<file path="src/rtl/hashed_timer_wheel_assert.svh">
// Assertion macros for the hashed timer wheel.
// Users must have clk and rst in scope; define NO_ASSERTIONS to drop the checks.
`ifndef HASHED_TIMER_WHEEL_ASSERT_SVH
`define HASHED_TIMER_WHEEL_ASSERT_SVH
`ifndef NO_ASSERTIONS
`define HTW_ASSERT_SAME(label, ant, cons, msg) \
  label: assert property (@(posedge clk) disable iff (rst) (ant) |-> (cons)) \
    else $error(msg);
`define HTW_ASSERT_NEXT(label, ant, cons, msg) \
  label: assert property (@(posedge clk) disable iff (rst) (ant) |=> (cons)) \
    else $error(msg);
`else
`define HTW_ASSERT_SAME(label, ant, cons, msg)
`define HTW_ASSERT_NEXT(label, ant, cons, msg)
`endif
`endif

</file>
<file path="src/rtl/htw_pkg.sv">
// Shared types and codes for the hashed timer wheel.
// No dependencies; every module and interface imports this package.
package htw_pkg;

  // Slot count of the wheel. It is a power of two, so the slot offset of a period is its
  // low bits and the number of rounds is a shift.
  localparam int SLOTS     = 8;
  localparam int SLOT_BITS = $clog2(SLOTS);

  typedef enum logic [1:0] {
    OP_REGISTER   = 2'd0,
    OP_UNREGISTER = 2'd1,
    OP_TICK       = 2'd2
  } opcode_t;

  typedef enum logic [2:0] {
    KIND_ACCEPTED = 3'd0,
    KIND_REJECTED = 3'd1,
    KIND_REMOVED  = 3'd2,
    KIND_EXPIRED  = 3'd3,
    KIND_IDLE     = 3'd4
  } kind_t;

  // Per-cell controls: shift has priority over load, load over clear.
  typedef struct packed {
    logic shift;
    logic load;
    logic clear;
  } cell_ctl_t;

endpackage

</file>
<file path="src/rtl/htw_if.sv">
// Valid/ready channel interfaces for the hashed timer wheel requests and results.
// Depends on htw_pkg for the result kind type.
interface htw_req_if import htw_pkg::*; #(
  parameter int IDW = 4,
  parameter int PB  = 16
);
  logic           valid;
  logic           ready;
  logic [1:0]     opcode;
  logic [IDW-1:0] timer_id;
  logic [PB-1:0]  period;

  modport source (output valid, output opcode, output timer_id, output period, input ready);
  modport sink (input valid, input opcode, input timer_id, input period, output ready);
endinterface

interface htw_rsp_if import htw_pkg::*; #(
  parameter int IDW = 4,
  parameter int SB  = 3
);
  logic           valid;
  logic           ready;
  kind_t          kind;
  logic [IDW-1:0] timer_id_res;
  logic [SB-1:0]  slot;
  logic           last;

  modport source (output valid, output kind, output timer_id_res, output slot,
                  output last, input ready);
  modport sink (input valid, input kind, input timer_id_res, input slot,
                input last, output ready);
endinterface

</file>
<file path="src/rtl/htw_cell.sv">
// One timer entry of the wheel: armed flag, slot, remaining rounds, reload value and slot offset.
// Depends on htw_pkg for the cell control struct.
module htw_cell import htw_pkg::*; #(
  parameter int SB = 3,
  parameter int PB = 16
) (
  input  logic          clk,
  input  logic          rst,
  input  cell_ctl_t     ctl,
  input  logic          shin_valid,
  input  logic [SB-1:0] shin_slot,
  input  logic [PB-1:0] shin_rounds,
  input  logic [PB-1:0] shin_reload,
  input  logic [SB-1:0] shin_off,
  input  logic [SB-1:0] ld_slot,
  input  logic [PB-1:0] ld_rounds,
  input  logic [SB-1:0] ld_off,
  output logic          valid,
  output logic [SB-1:0] slot,
  output logic [PB-1:0] rounds,
  output logic [PB-1:0] reload,
  output logic [SB-1:0] off
);

  always_ff @(posedge clk) begin
    if (rst) begin
      valid <= 1'b0;
    end else if (ctl.shift) begin
      valid <= shin_valid;
    end else if (ctl.load) begin
      valid <= 1'b1;
    end else if (ctl.clear) begin
      valid <= 1'b0;
    end
  end

  // The reload value is the rounds count written at arming time.
  always_ff @(posedge clk) begin
    if (ctl.shift) begin
      slot   <= shin_slot;
      rounds <= shin_rounds;
      reload <= shin_reload;
      off    <= shin_off;
    end else if (ctl.load) begin
      slot   <= ld_slot;
      rounds <= ld_rounds;
      reload <= ld_rounds;
      off    <= ld_off;
    end
  end

endmodule

</file>
<file path="src/rtl/htw_div.sv">
// Splits a period into wheel rounds and slot offset for the power-of-two slot count.
// Depends on htw_pkg for the slot width; purely combinational.
module htw_div import htw_pkg::*; #(
  parameter int PB = 16
) (
  input  logic [PB-1:0]        period,
  output logic [PB-1:0]        rounds,
  output logic [SLOT_BITS-1:0] off
);

  logic [PB-1:0] period_m1;

  // Rounds are (period - 1) / SLOTS so that exact multiples fire on time.
  assign period_m1 = period - 1'b1;
  assign rounds    = period_m1 >> SLOT_BITS;
  assign off       = period[SLOT_BITS-1:0];

endmodule

</file>
<file path="src/rtl/hashed_timer_wheel.sv">
// Hashed timer wheel: register and unregister pass through the emit state, which registers
// their result once the result side is free. A tick scans every entry as the ring of entry
// cells rotates once past the head cell, then gives its last result from the emit state;
// a scan step waits while an earlier expiry cannot be pushed. One item is in work at a time.
// Synchronous reset clears the current slot and every armed flag at once; no clearing pass
// is needed.
`include "hashed_timer_wheel_assert.svh"
module hashed_timer_wheel import htw_pkg::*; #(
  parameter int ENTRIES     = 16,
  parameter int PERIOD_BITS = 16
) (
  input  logic     clk,
  input  logic     rst,
  htw_req_if.sink   req,
  htw_rsp_if.source rsp
);

  localparam int SB  = SLOT_BITS;
  localparam int PB  = PERIOD_BITS;
  localparam int IDW = (ENTRIES > 1) ? $clog2(ENTRIES) : 1;
  localparam int CW  = $clog2(ENTRIES + 1);
  localparam logic [SB:0]  SLOTS_L = (SB + 1)'(SLOTS);
  localparam logic [IDW:0] ENT_L   = (IDW + 1)'(ENTRIES);
  localparam logic [CW-1:0] LAST_CNT = CW'(ENTRIES - 1);

  typedef enum logic [1:0] {ST_IDLE, ST_SCAN, ST_EMIT} state_t;

  state_t         state;
  logic [SB-1:0]  cur;
  logic [CW-1:0]  cnt;
  logic           have_pend;
  kind_t          pend_kind;
  logic [IDW-1:0] pend_id;
  logic [SB-1:0]  pend_slot;

  logic            c_valid  [ENTRIES];
  logic [SB-1:0]   c_slot   [ENTRIES];
  logic [PB-1:0]   c_rounds [ENTRIES];
  logic [PB-1:0]   c_reload [ENTRIES];
  logic [SB-1:0]   c_off    [ENTRIES];
  cell_ctl_t       c_ctl    [ENTRIES];

  logic            accept;
  logic            id_ok;
  logic            out_free;
  logic            arm_load;
  logic [PB-1:0]   div_q;
  logic [SB-1:0]   ld_off;
  logic [SB:0]     arm_sum;
  logic [SB-1:0]   arm_slot;
  logic [SB:0]     cur_inc;
  logic [SB-1:0]   cur_next;

  logic            hit;
  logic            expire;
  logic [SB:0]     rearm_sum;
  logic [SB-1:0]   proc_slot;
  logic [PB-1:0]   proc_rounds;
  logic            step;
  logic            rsp_push;

  assign accept   = req.valid && req.ready;
  assign req.ready = (state == ST_IDLE);
  assign id_ok    = ({1'b0, req.timer_id} < ENT_L);
  assign out_free = !rsp.valid || rsp.ready;
  assign arm_load = accept && (req.opcode == OP_REGISTER) && id_ok && (req.period != '0);

  htw_div #(.PB(PB)) u_div (
    .period (req.period),
    .rounds (div_q),
    .off    (ld_off)
  );

  assign arm_sum  = {1'b0, cur} + {1'b0, ld_off};
  assign arm_slot = (arm_sum >= SLOTS_L) ? SB'(arm_sum - SLOTS_L) : arm_sum[SB-1:0];
  assign cur_inc  = {1'b0, cur} + 1'b1;
  assign cur_next = (cur_inc == SLOTS_L) ? '0 : cur_inc[SB-1:0];

  // Head cell: the entry now passing cell 0 is checked against the current slot.
  assign hit       = c_valid[0] && (c_slot[0] == cur);
  assign expire    = hit && (c_rounds[0] == '0);
  assign rearm_sum = {1'b0, cur} + {1'b0, c_off[0]};
  assign proc_slot = !expire ? c_slot[0] :
                     (rearm_sum >= SLOTS_L) ? SB'(rearm_sum - SLOTS_L) : rearm_sum[SB-1:0];
  assign proc_rounds = expire ? c_reload[0] : (hit ? c_rounds[0] - 1'b1 : c_rounds[0]);
  assign step = (state == ST_SCAN) && (!(expire && have_pend) || out_free);
  assign rsp_push = (step && expire && have_pend) || ((state == ST_EMIT) && out_free);

  for (genvar i = 0; i < ENTRIES; i++) begin : g_cell
    logic          sin_valid;
    logic [SB-1:0] sin_slot;
    logic [PB-1:0] sin_rounds;
    logic [PB-1:0] sin_reload;
    logic [SB-1:0] sin_off;

    if (i == ENTRIES - 1) begin : g_tail
      assign sin_valid  = c_valid[0];
      assign sin_slot   = proc_slot;
      assign sin_rounds = proc_rounds;
      assign sin_reload = c_reload[0];
      assign sin_off    = c_off[0];
    end else begin : g_mid
      assign sin_valid  = c_valid[i+1];
      assign sin_slot   = c_slot[i+1];
      assign sin_rounds = c_rounds[i+1];
      assign sin_reload = c_reload[i+1];
      assign sin_off    = c_off[i+1];
    end

    assign c_ctl[i].shift = step;
    assign c_ctl[i].load  = arm_load && (req.timer_id == IDW'(i));
    assign c_ctl[i].clear = accept && (req.opcode == OP_UNREGISTER) &&
                            (req.timer_id == IDW'(i));

    htw_cell #(.SB(SB), .PB(PB)) u_cell (
      .clk         (clk),
      .rst         (rst),
      .ctl         (c_ctl[i]),
      .shin_valid  (sin_valid),
      .shin_slot   (sin_slot),
      .shin_rounds (sin_rounds),
      .shin_reload (sin_reload),
      .shin_off    (sin_off),
      .ld_slot     (arm_slot),
      .ld_rounds   (div_q),
      .ld_off      (ld_off),
      .valid       (c_valid[i]),
      .slot        (c_slot[i]),
      .rounds      (c_rounds[i]),
      .reload      (c_reload[i]),
      .off         (c_off[i])
    );
  end

  always_ff @(posedge clk) begin
    if (rst) begin
      state     <= ST_IDLE;
      cur       <= '0;
      cnt       <= '0;
      have_pend <= 1'b0;
      rsp.valid <= 1'b0;
    end else begin
      if (rsp_push) begin
        rsp.valid <= 1'b1;
      end else if (rsp.valid && rsp.ready) begin
        rsp.valid <= 1'b0;
      end
      unique case (state)
        ST_IDLE: begin
          if (accept) begin
            pend_id <= req.timer_id;
            case (req.opcode)
              OP_REGISTER: begin
                if (arm_load) begin
                  pend_kind <= KIND_ACCEPTED;
                  pend_slot <= arm_slot;
                end else begin
                  pend_kind <= KIND_REJECTED;
                  pend_slot <= '0;
                end
                state <= ST_EMIT;
              end
              OP_UNREGISTER: begin
                pend_kind <= KIND_REMOVED;
                pend_slot <= '0;
                state     <= ST_EMIT;
              end
              OP_TICK: begin
                cur       <= cur_next;
                cnt       <= '0;
                have_pend <= 1'b0;
                state     <= ST_SCAN;
              end
              default: begin
                state <= ST_IDLE;
              end
            endcase
          end
        end
        ST_SCAN: begin
          if (step) begin
            cnt <= cnt + 1'b1;
            // An earlier expiry is known not to be the final result once another appears.
            if (expire) begin
              if (have_pend) begin
                rsp.kind         <= pend_kind;
                rsp.timer_id_res <= pend_id;
                rsp.slot         <= pend_slot;
                rsp.last         <= 1'b0;
              end
              have_pend <= 1'b1;
              pend_kind <= KIND_EXPIRED;
              pend_id   <= cnt[IDW-1:0];
              pend_slot <= cur;
            end else if (cnt == LAST_CNT && !have_pend) begin
              pend_kind <= KIND_IDLE;
              pend_id   <= '0;
              pend_slot <= cur;
            end
            if (cnt == LAST_CNT) begin
              state <= ST_EMIT;
            end
          end
        end
        ST_EMIT: begin
          if (out_free) begin
            rsp.kind         <= pend_kind;
            rsp.timer_id_res <= pend_id;
            rsp.slot         <= pend_slot;
            rsp.last         <= 1'b1;
            have_pend        <= 1'b0;
            state            <= ST_IDLE;
          end
        end
        default: begin
          state <= ST_IDLE;
        end
      endcase
    end
  end

  `HTW_ASSERT_NEXT(a_rsp_hold, rsp.valid && !rsp.ready, rsp.valid, "result dropped")
  `HTW_ASSERT_NEXT(a_tick_moves, accept && req.opcode == OP_TICK, cur != $past(cur), "stuck")
  `HTW_ASSERT_NEXT(a_scan_ends, step && cnt == LAST_CNT, state == ST_EMIT, "scan overran")
  `HTW_ASSERT_SAME(a_push_free, rsp_push, out_free, "push into a full result register")

endmodule
</file>
<file path="src/flat_wrapper.sv">
// flat-port wrapper written by rule: the top's interface ports become plain ports
module hashed_timer_wheel_flat import htw_pkg::*;
#(
  parameter int ENTRIES     = 16,
  parameter int PERIOD_BITS = 16
)
  (clk, rst, req_valid, req_opcode, req_timer_id, req_period, req_ready, rsp_valid, rsp_kind, rsp_timer_id_res, rsp_slot, rsp_last, rsp_ready);
  htw_req_if req_i ();
  htw_rsp_if rsp_i ();
  input  logic clk;
  input  logic rst;
  input wire logic [$bits(req_i.valid)-1:0] req_valid;
  input wire logic [$bits(req_i.opcode)-1:0] req_opcode;
  input wire logic [$bits(req_i.timer_id)-1:0] req_timer_id;
  input wire logic [$bits(req_i.period)-1:0] req_period;
  output wire logic [$bits(req_i.ready)-1:0] req_ready;
  output wire logic [$bits(rsp_i.valid)-1:0] rsp_valid;
  output wire logic [$bits(rsp_i.kind)-1:0] rsp_kind;
  output wire logic [$bits(rsp_i.timer_id_res)-1:0] rsp_timer_id_res;
  output wire logic [$bits(rsp_i.slot)-1:0] rsp_slot;
  output wire logic [$bits(rsp_i.last)-1:0] rsp_last;
  input wire logic [$bits(rsp_i.ready)-1:0] rsp_ready;
  assign req_i.valid = req_valid;
  assign req_i.opcode = req_opcode;
  assign req_i.timer_id = req_timer_id;
  assign req_i.period = req_period;
  assign req_ready = req_i.ready;
  assign rsp_valid = rsp_i.valid;
  assign rsp_kind = rsp_i.kind;
  assign rsp_timer_id_res = rsp_i.timer_id_res;
  assign rsp_slot = rsp_i.slot;
  assign rsp_last = rsp_i.last;
  assign rsp_i.ready = rsp_ready;
  hashed_timer_wheel #(.ENTRIES(ENTRIES), .PERIOD_BITS(PERIOD_BITS)) u_core (.clk(clk), .rst(rst), .req(req_i), .rsp(rsp_i));
endmodule
</file>
<file path="config.mk">
export PLATFORM = sky130hd
export DESIGN_NAME = hashed_timer_wheel_flat
export DESIGN_NICKNAME = d
export VERILOG_FILES = /design/src/rtl/htw_pkg.sv /design/src/rtl/htw_if.sv /design/src/rtl/htw_cell.sv /design/src/rtl/htw_div.sv /design/src/rtl/hashed_timer_wheel.sv /design/src/flat_wrapper.sv
export VERILOG_INCLUDE_DIRS = /design/src /design/src/rtl
export SDC_FILE = /design/constraint.sdc
export NUM_CORES = 1
export LEC_CHECK = 0
export BUFFER_PORTS_ARGS = -buffer_cell sky130_fd_sc_hd__buf_2
export CORE_MARGIN = 3
export CORE_UTILIZATION = 56
export CTS_CLUSTER_DIAMETER = 50
export DETAILED_ROUTE_END_ITERATION = 10
export GPL_ROUTABILITY_DRIVEN = 0
export PLACE_DENSITY = 0.75
export SLEW_MARGIN = 20
export SYNTH_ARGS = -nofsm -noshare
export SYNTH_HDL_FRONTEND = slang
export SYNTH_HIERARCHICAL = 1
export SYNTH_SLANG_ARGS = --single-unit
</file>
<file path="constraint.sdc">
create_clock -name clk -period 4.1 [get_ports clk]
set_clock_uncertainty 0.05 [all_clocks]
set_input_delay 1.23 -clock clk [delete_from_list [all_inputs] [get_ports clk]]
set_output_delay 1.23 -clock clk [all_outputs]
set_load 0.02 [all_outputs]
</file>
==> metrics.cfg, run 1 <==
[worst_setup_path]
path_class = reg -> reg
worstPathArrival_ps = 3550
critPathRequiredTime_ps = 4340
crit_buf_inv = 2
rr_worst_depth = 7
cp_top_family = simple AND/OR/NAND/NOR gates
crit_top_cell = buf_4
crit_slowest_cell = or4_1
start_kind = register
end_kind = register
crit_path_cell_trace = or4_1 > nor2_1 > buf_4 > and3_1 > a31oi_1 > nor3b_1 > buf_4
crit_fanout = 16
cpPeakStageDelay_ps = 640
cp.depth = 7

[sta]
fin_crit_sh_pct = 80.7
slew_violations = 0
rsz0062_at_grt = no
fin_tns_setup_ps = 0
worst-slew-pin-transition_ps = 890
fmaxAchievable_ghz = 0.302
period_minus_slack_ps = 3310
setup_viol = 0
hold_viol_final = 0
relSlewSlack_pct = 40.6
hold_slack_ps = 375

[synth]
synth.area.mux_share_pct = 3.73
syn_avg_cell_area_um2 = 11.5
yosysTopAreaCell = edfxtp_1
ys_seq_elements = 657
synth_compound_area_share_pct = 2.19
yosys.area_share.simple_pct = 22.6
synth_xor_area_share_pct = 0.869
syn_inst = 2543
synth_fa_ha_area_share_pct = 0.608
synth_top_cells_by_area = edfxtp_1 65%, nand2_1 14%, nand2b_1 6.0%
syn_area_um2 = 29200
synth-edff-count = 629
synth_top_family_by_area = simple AND/OR/NAND/NOR gates
synth_top_area_share_pct = 64.6
yosys_most_used_dff = edfxtp_1
synth_cell_type_count = 56
async_flop_share_pct = 0
ys_seq_area_share_pct = 66.6
yosys_warnings = 6

[clocking]
clock-sinks = 657
cts_resized = 0
cts_tree = yes
cts_buffers = 71
hold_buffers = 0
cts_max_level = 3
clkSlewWorstSetupHoldPaths_ps = 60
insertion_delay_ps = 600
clock_path_buffers = 3
cts.repair_timing.setup_buffer_count = 0
cts_root_buf = clkbuf_16

[placed_design]
hpwlAfterDp_um = 38900
port_buffers = 38

[grt]
grt_first_pass_wirelength_um = 98800
grt_usage_pct = 23.2
grt_max_degree = 101
antenna_found_initial = 1
grt_overflow = 0
grt_pass1_vias = 18576

[floorplanning]
rows = 83
io_pins = 39
die_y_um = 234
dieArea_um2 = 55000
fp.dieW_um = 234
initial_core_util_pct = 56.7
coreArea_um2 = 51500

[pwr]
vdd_ir_drop_max_uv = 295
p_leak_nw = 12.0
power.density_nw_per_um2 = 472

[worst_hold_path]
min_path_type = reg -> reg
worstHoldPathCells = 0

[layout]
syn2layout_area_growth_pct = 11.4
drive_gt1_share_pct = 13.0
finish.net_count = 2646

[route]
first_pass_iters = 5
vias_per_cell = 5.48
postRouteWirelength_um = 62200
drc = 0
drtIter0Drc = 1987
vias = 18340
wl_per_cell_um = 18.6
ant_nets = 0

[status]
outcome = completed

[flow_run]
maxCapViolCount = 0

synthesized netlist by cell type, drive strengths merged (14+ instances only):
| master | count |
|---|---|
| o21ai | 14 |
| a221oi | 17 |
| edfxtp | 629 |
| nor2 | 63 |
| xor2 | 18 |
| nand2 | 1060 |
| inv | 53 |
| buf | 108 |
| nand2b | 280 |
| mux2 | 96 |
| nor3 | 16 |
| nand3 | 18 |
| a21oi | 17 |
| dfxtp | 28 |
kinds of logic after synthesis:
| group | Yosys count |
|---|---|
| AND/OR/NAND/NOR | 1494 |
| XOR/XNOR | 29 |
| buffers and inverters | 174 |
| AO/OA/AOI/OAI | 78 |
| multiplexers | 97 |
| other | 1 |
| flip-flops | 657 |
| adder cells (fa/ha/maj) | 13 |
area by class of cell:
cell class | instances | area, um2
tap | 680 | 851
antenna | 1 | 2.50
clock buffer | 92 | 1900
timing repair buffer | 110 | 1040
clock inverter | 37 | 342
multi-input combinational | 1714 | 8770
sequential | 657 | 19400
fill | 3856 | 19000
inverter | 53 | 199
where the power goes:
group / switching [mW] / total, mW / internal [mW]
clock network: 2.55 / 6.16 / 3.61
logic: 0.887 / 1.33 / 0.442
registers: 0.0957 / 7.89 / 7.79
cells in the final DEF (no fill, tap or decap), drive strengths merged, types with 17 or more instances in the layout:
cell type	netlist	routed
nand2	1060	1060
edfxtp	629	629
nand2b	280	280
buf	108	110
mux2	96	96
clkbuf	13	92
nor2	63	63
inv	53	59
dfxtp	28	28
clkinv	0	24
xor2	18	18
nand3	18	18
a21oi	17	17
a221oi	17	17
sequential cells by signal (all words and copies together) (netlist names), 4 cells and up:
signal                       count
u_core/rsp.timer_id_res          4
u_core/g_cell.u_cell/slot       48
u_core/g_cell.u_cell/off        48
u_core/g_cell.u_cell/rounds    256
u_core/pend_id                   4
u_core/g_cell.u_cell/reload    256
u_core/g_cell.u_cell/valid      16
u_core/cnt                       5
metal layers:
layer / part of all wire, % / GRT usage [%] / vias to the layer above
li1: - / - / 8697
met1: 42 / 31.2 / 8928
met2: 49 / 38.8 / 591
met3: 6.3 / 3.87 / 124
met4: 2.9 / 7.87 / 0
met5: 0 / 0 / -
worst paths after layout:
| path | slack, ps | endpoint | start |
|---|---|---|---|
| setup / recovery | 790 | u_core/rsp.kind[0]$_DFFE_PP_ | u_core/g_cell[0].u_cell/rounds[3]$_DFFE_PP_ |
| hold / removal | 370 | u_core/rsp.kind[1]$_DFFE_PP_ | u_core/pend_kind[1]$_DFFE_PP_ |
| setup reg to reg | 790 | u_core/rsp.kind[0]$_DFFE_PP_ | u_core/g_cell[0].u_cell/rounds[3]$_DFFE_PP_ |
| hold reg to reg | 370 | u_core/rsp.kind[1]$_DFFE_PP_ | u_core/pend_kind[1]$_DFFE_PP_ |
stage by stage:
stage	worst slack (ps)	cells	total power, mW	instance area, um2	util, %
after floorplan	179	2545	8.90	29200	-
after global routing	641	3344	15.9	32600	63.2
after CTS	833	3343	15.5	32600	63.2
after detailed placement	216	3214	9.33	30300	58.8
after global placement	243	3214	9.27	30300	58.8
final	791	3344	15.4	32600	63.2
(Power assumes the default switching activity.)
==> run 2, diff against run 1 <==
- PLACE_DENSITY: 0.75 -> 0.72
- clock period: 4.1 -> 3.35 ns (I/O delays scaled with it)
==> metrics.cfg, run 2 (synthesis results as in run 1) <==
[status]
outcome = completed

[clocking]
hold_buffers = 0
cts_max_level = 3
clock_path_buffers = 3
cts_buffers = 72
cts_resized = 0
cts_tree = yes
cts_root_buf = clkbuf_16
clkSlewWorstSetupHoldPaths_ps = 60
insertion_delay_ps = 600
clock-sinks = 657
cts.repair_timing.setup_buffer_count = 0

[route]
dr_wl_met2_um = 32500
routed.top_layer = met5
ant_nets = 0
postRouteWirelength_um = 64300
met3WireLength_um = 3980
wl_met1_um = 25500
wl_per_cell_um = 19.1
drc = 0
vias_per_cell = 5.55
first_pass_iters = 6
drtIter0Drc = 1742
vias = 18713

[pwr]
seqPwrFrac_pct = 50.8
p_leak_nw = 12.2
combinationalPowerShare_pct = 9.1
switching_share_pct = 23.2
power.density_nw_per_um2 = 572
finalPower_mw = 19.0
vdd_ir_drop_max_uv = 614
internal_power_mw = 14.6
netSwitchingPower_mw = 4.42
clockPowerShare_pct = 40.1

[placed_design]
hpwlAfterDp_um = 41000
pre_cts_ws_ps = -71.8
port_buffers = 38
place_area_um2 = 31000

[layout]
finish.net_count = 2678
reg_top3 = u_core/g_cell.u_cell/reload x256, u_core/g_cell.u_cell/rounds x256
drive_gt1_share_pct = 14.5
final_common_cell = nand2_1
final_area_um2 = 33200
layout_common_cells = 1060 x nand2_1, 629 x edfxtp_1, 279 x nand2b_1
diodes = 0
syn2layout_area_growth_pct = 13.7

[worst_setup_path]
reg2reg_slack_ps = 260
cpPeakStageDelay_ps = 570
start_kind = register
critPathRequiredTime_ps = 3630
crit_buf_inv = 2
path_class = reg -> reg
crit_path_cell_trace = or4_4 > nor4b_4 > nand4_1 > and2_4 > nor2_1 > clkinvlp_4 > buf_12
cp_top_family = simple AND/OR/NAND/NOR gates
crit_slowest_cell = or4_4
crit_fanout = 30
end_kind = register
worstPathArrival_ps = 3380

[floorplanning]
dieArea_um2 = 55000
die_y_um = 234
coreArea_um2 = 51500
io_pins = 39
rows = 83
initial_core_util_pct = 56.7
fp.dieW_um = 234

[grt]
antenna_found_initial = 1
grt_max_degree = 117
grt_overflow = 0
grt_first_pass_wirelength_um = 101000
grt_pass1_vias = 18928
grt_usage_pct = 24.0

[sta]
rsz0062_at_grt = no
relSlewSlack_pct = 49.7
setup_ws_ps = 258
fmaxAchievable_ghz = 0.323
fin_crit_sh_pct = 92.3
hold_viol_final = 0
setup_viol = 0
period_minus_slack_ps = 3090
fin_tns_setup_ps = 0
slew_violations = 0
worst-slew-pin-transition_ps = 754

[flow_run]
maxCapViolCount = 0

[worst_hold_path]
min_path_type = reg -> reg

## run 2: layout make-up
cell class                 count  area [um2]
clock buffer                  82        1880
sequential                   657       19400
inverter                      53         259
fill                        3780       18300
timing repair buffer         141        1630
multi-input combinational   1714        8770
tap                          680         851
clock inverter                42         397
## run 2: metrics by stage
step	utilization (%)	hold WS, ps	cells
finish	64.5	367	3369
global route	64.5	377	3369
CTS	64.5	369	3369
detailed placement	60.1	356	3245
global placement	60.1	354	3245
floorplan	-	350	2545
## run 2: worst reg2reg max path: stages (launching register included)
cell        delay [ps]
edfxtp_1           510
or4_4              570
nor4b_4            360
nand4_1            160
and2_4             330
nor2_1             380
clkinvlp_4         230
buf_12             200
## run 2: worst paths after layout
kind,start,to,cells after the start
setup / recovery,u_core/g_cell[0].u_cell/rounds[13]$_DFFE_PP_,u_core/g_cell[15].u_cell/off[1]$_DFFE_PP_,7
hold / removal,u_core/pend_id[0]$_DFFE_PP_,u_core/rsp.timer_id_res[0]$_DFFE_PP_,0
setup reg to reg,u_core/g_cell[0].u_cell/rounds[13]$_DFFE_PP_,u_core/g_cell[15].u_cell/off[1]$_DFFE_PP_,7
hold reg to reg,u_core/pend_id[0]$_DFFE_PP_,u_core/rsp.timer_id_res[0]$_DFFE_PP_,0
## run 2: power by group through the flow
stage                     clock, mW  sequential [mW]  combinational (mW)
after global placement            0             9.83                1.64
after detailed placement          0             9.83                1.70
final                          7.64             9.66                1.72
after CTS                      7.79             9.66                1.72
after floorplan                   0             9.79                1.11
after global routing           8.14             9.68                1.90
## run 2: per-layer routing
metal	vias up	track usage, %
met5	-	0
met4	2	9.87
met3	160	3.32
met2	684	41.7
met1	9113	30.5
li1	8754	-
==> run 3, diff against run 2 <==
- REMOVE_ABC_BUFFERS: not set -> 1
==> metrics.cfg, run 3 (synthesis results as in run 1) <==
[grt]
grt_max_degree = 134
grt_pass1_vias = 17561
grt_overflow = 0
grt_usage_pct = 23.2
antenna_found_initial = 0
grt_first_pass_wirelength_um = 98100

[sta]
fin_crit_sh_pct = 92.7
relSlewSlack_pct = 44.2
setup_viol = 0
slew_violations = 0
fmaxAchievable_ghz = 0.322
rsz0062_at_grt = no
worst-slew-pin-transition_ps = 838
period_minus_slack_ps = 3110
hold_viol_final = 0
fin_tns_setup_ps = 0

[worst_setup_path]
crit_fanout = 84
end_kind = register
crit_slowest_cell = or4_4
crit_path_cell_trace = or4_4 > nor4b_4 > nand4_1 > and2_4 > buf_12 > buf_4 > nand2b_1 > nand2_1
start_kind = register
cpPeakStageDelay_ps = 590
critPathRequiredTime_ps = 3740
worstPathArrival_ps = 3500
path_class = reg -> reg

[flow_run]
maxCapViolCount = 0

[clocking]
cts_resized = 0
cts_max_level = 3
cts.repair_timing.setup_buffer_count = 0
hold_buffers = 0
insertion_delay_ps = 600
clkSlewWorstSetupHoldPaths_ps = 60
cts_buffers = 74
cts_tree = yes
cts_root_buf = clkbuf_16
clock-sinks = 657
clock_path_buffers = 3

[floorplanning]
fp.dieW_um = 234
rows = 83
dieArea_um2 = 55000
die_y_um = 234
coreArea_um2 = 51500
io_pins = 39
initial_core_util_pct = 56.7

[status]
outcome = completed

[layout]
finish.net_count = 2679
nFillCells = 3757
diodes = 0
syn2layout_area_growth_pct = 13.3
final_cells = 3380
final_util_pct = 64.3
final_common_cell = nand2_1
drive_gt1_share_pct = 14.4
reg_top3 = u_core/g_cell.u_cell/reload x256, u_core/g_cell.u_cell/rounds x256
final_area_um2 = 33100
layout_common_cells = 1060 x nand2_1, 629 x edfxtp_1, 279 x nand2b_1

[pwr]
power.density_nw_per_um2 = 581
p_leak_nw = 12.3
finalPower_mw = 19.2
vdd_ir_drop_max_uv = 335

[route]
vias_per_cell = 5.45
drtIter0Drc = 1851
first_pass_iters = 8
drc = 0
postRouteWirelength_um = 63000
wl_per_cell_um = 18.6
ant_nets = 0
vias = 18412

[placed_design]
dpl.cell_count = 3244
hpwlAfterDp_um = 39900
place_area_um2 = 30700
port_buffers = 38

[worst_hold_path]
min_path_type = reg -> reg

## run 3: cell count changes in the layout (fill, tap and decap cells not counted), sizes merged
cell and change:
inv +12, clkinv +5, clkinvlp -15, clkbuf +10
buf -1
## run 3: per-layer routing
layer	vias up	GRT usage, %	part of all wire (%)
li1	8763	-	-
met1	8782	34.6	44
met2	751	34.1	44
met3	116	4.42	8.7
met4	0	8.88	3.2
met5	-	0	0
## run 3: through the flow
step                setup slack (ps)  hold slack [ps]
finish                           245              373
global route                    72.9              383
CTS                              290              379
detailed placement              -267              357
global placement                -242              353
floorplan                     -14420              350
## run 3: final timing paths
check,from,to,slack [ps],depth (start not counted)
setup / recovery,u_core/g_cell[0].u_cell/rounds[11]$_DFFE_PP_,u_core/g_cell[11].u_cell/reload[4]$_DFFE_PP_,240,8
hold reg to reg,u_core/pend_kind[1]$_DFFE_PP_,u_core/rsp.kind[1]$_DFFE_PP_,370,0
hold / removal,u_core/pend_kind[1]$_DFFE_PP_,u_core/rsp.kind[1]$_DFFE_PP_,370,0
setup reg to reg,u_core/g_cell[0].u_cell/rounds[11]$_DFFE_PP_,u_core/g_cell[11].u_cell/reload[4]$_DFFE_PP_,240,8
## run 3: cell type report
type	instances	area (um2)	area share [%]
multi-input cells	1714	8770	26.5
well taps	680	851	2.57
flip-flops and latches	657	19400	58.8
clock buffers	92	1980	5.99
repair buffers	140	1430	4.32
inverters	53	199	0.601
clock inverters	44	422	1.27
## run 3: critical path, delay by kind of cell, from the launching register on
family,cells,cell delay (ps)
buffers and inverters,2,540
and+or+nand+nor,6,1760
DFF,1,520
## run 3: power by group
group | internal, mW | leakage, nW | switching, mW
clock | 4.64 | 1.15 | 3.27
sequential | 9.54 | 5.95 | 0.122
combinational | 0.588 | 5.19 | 1.09
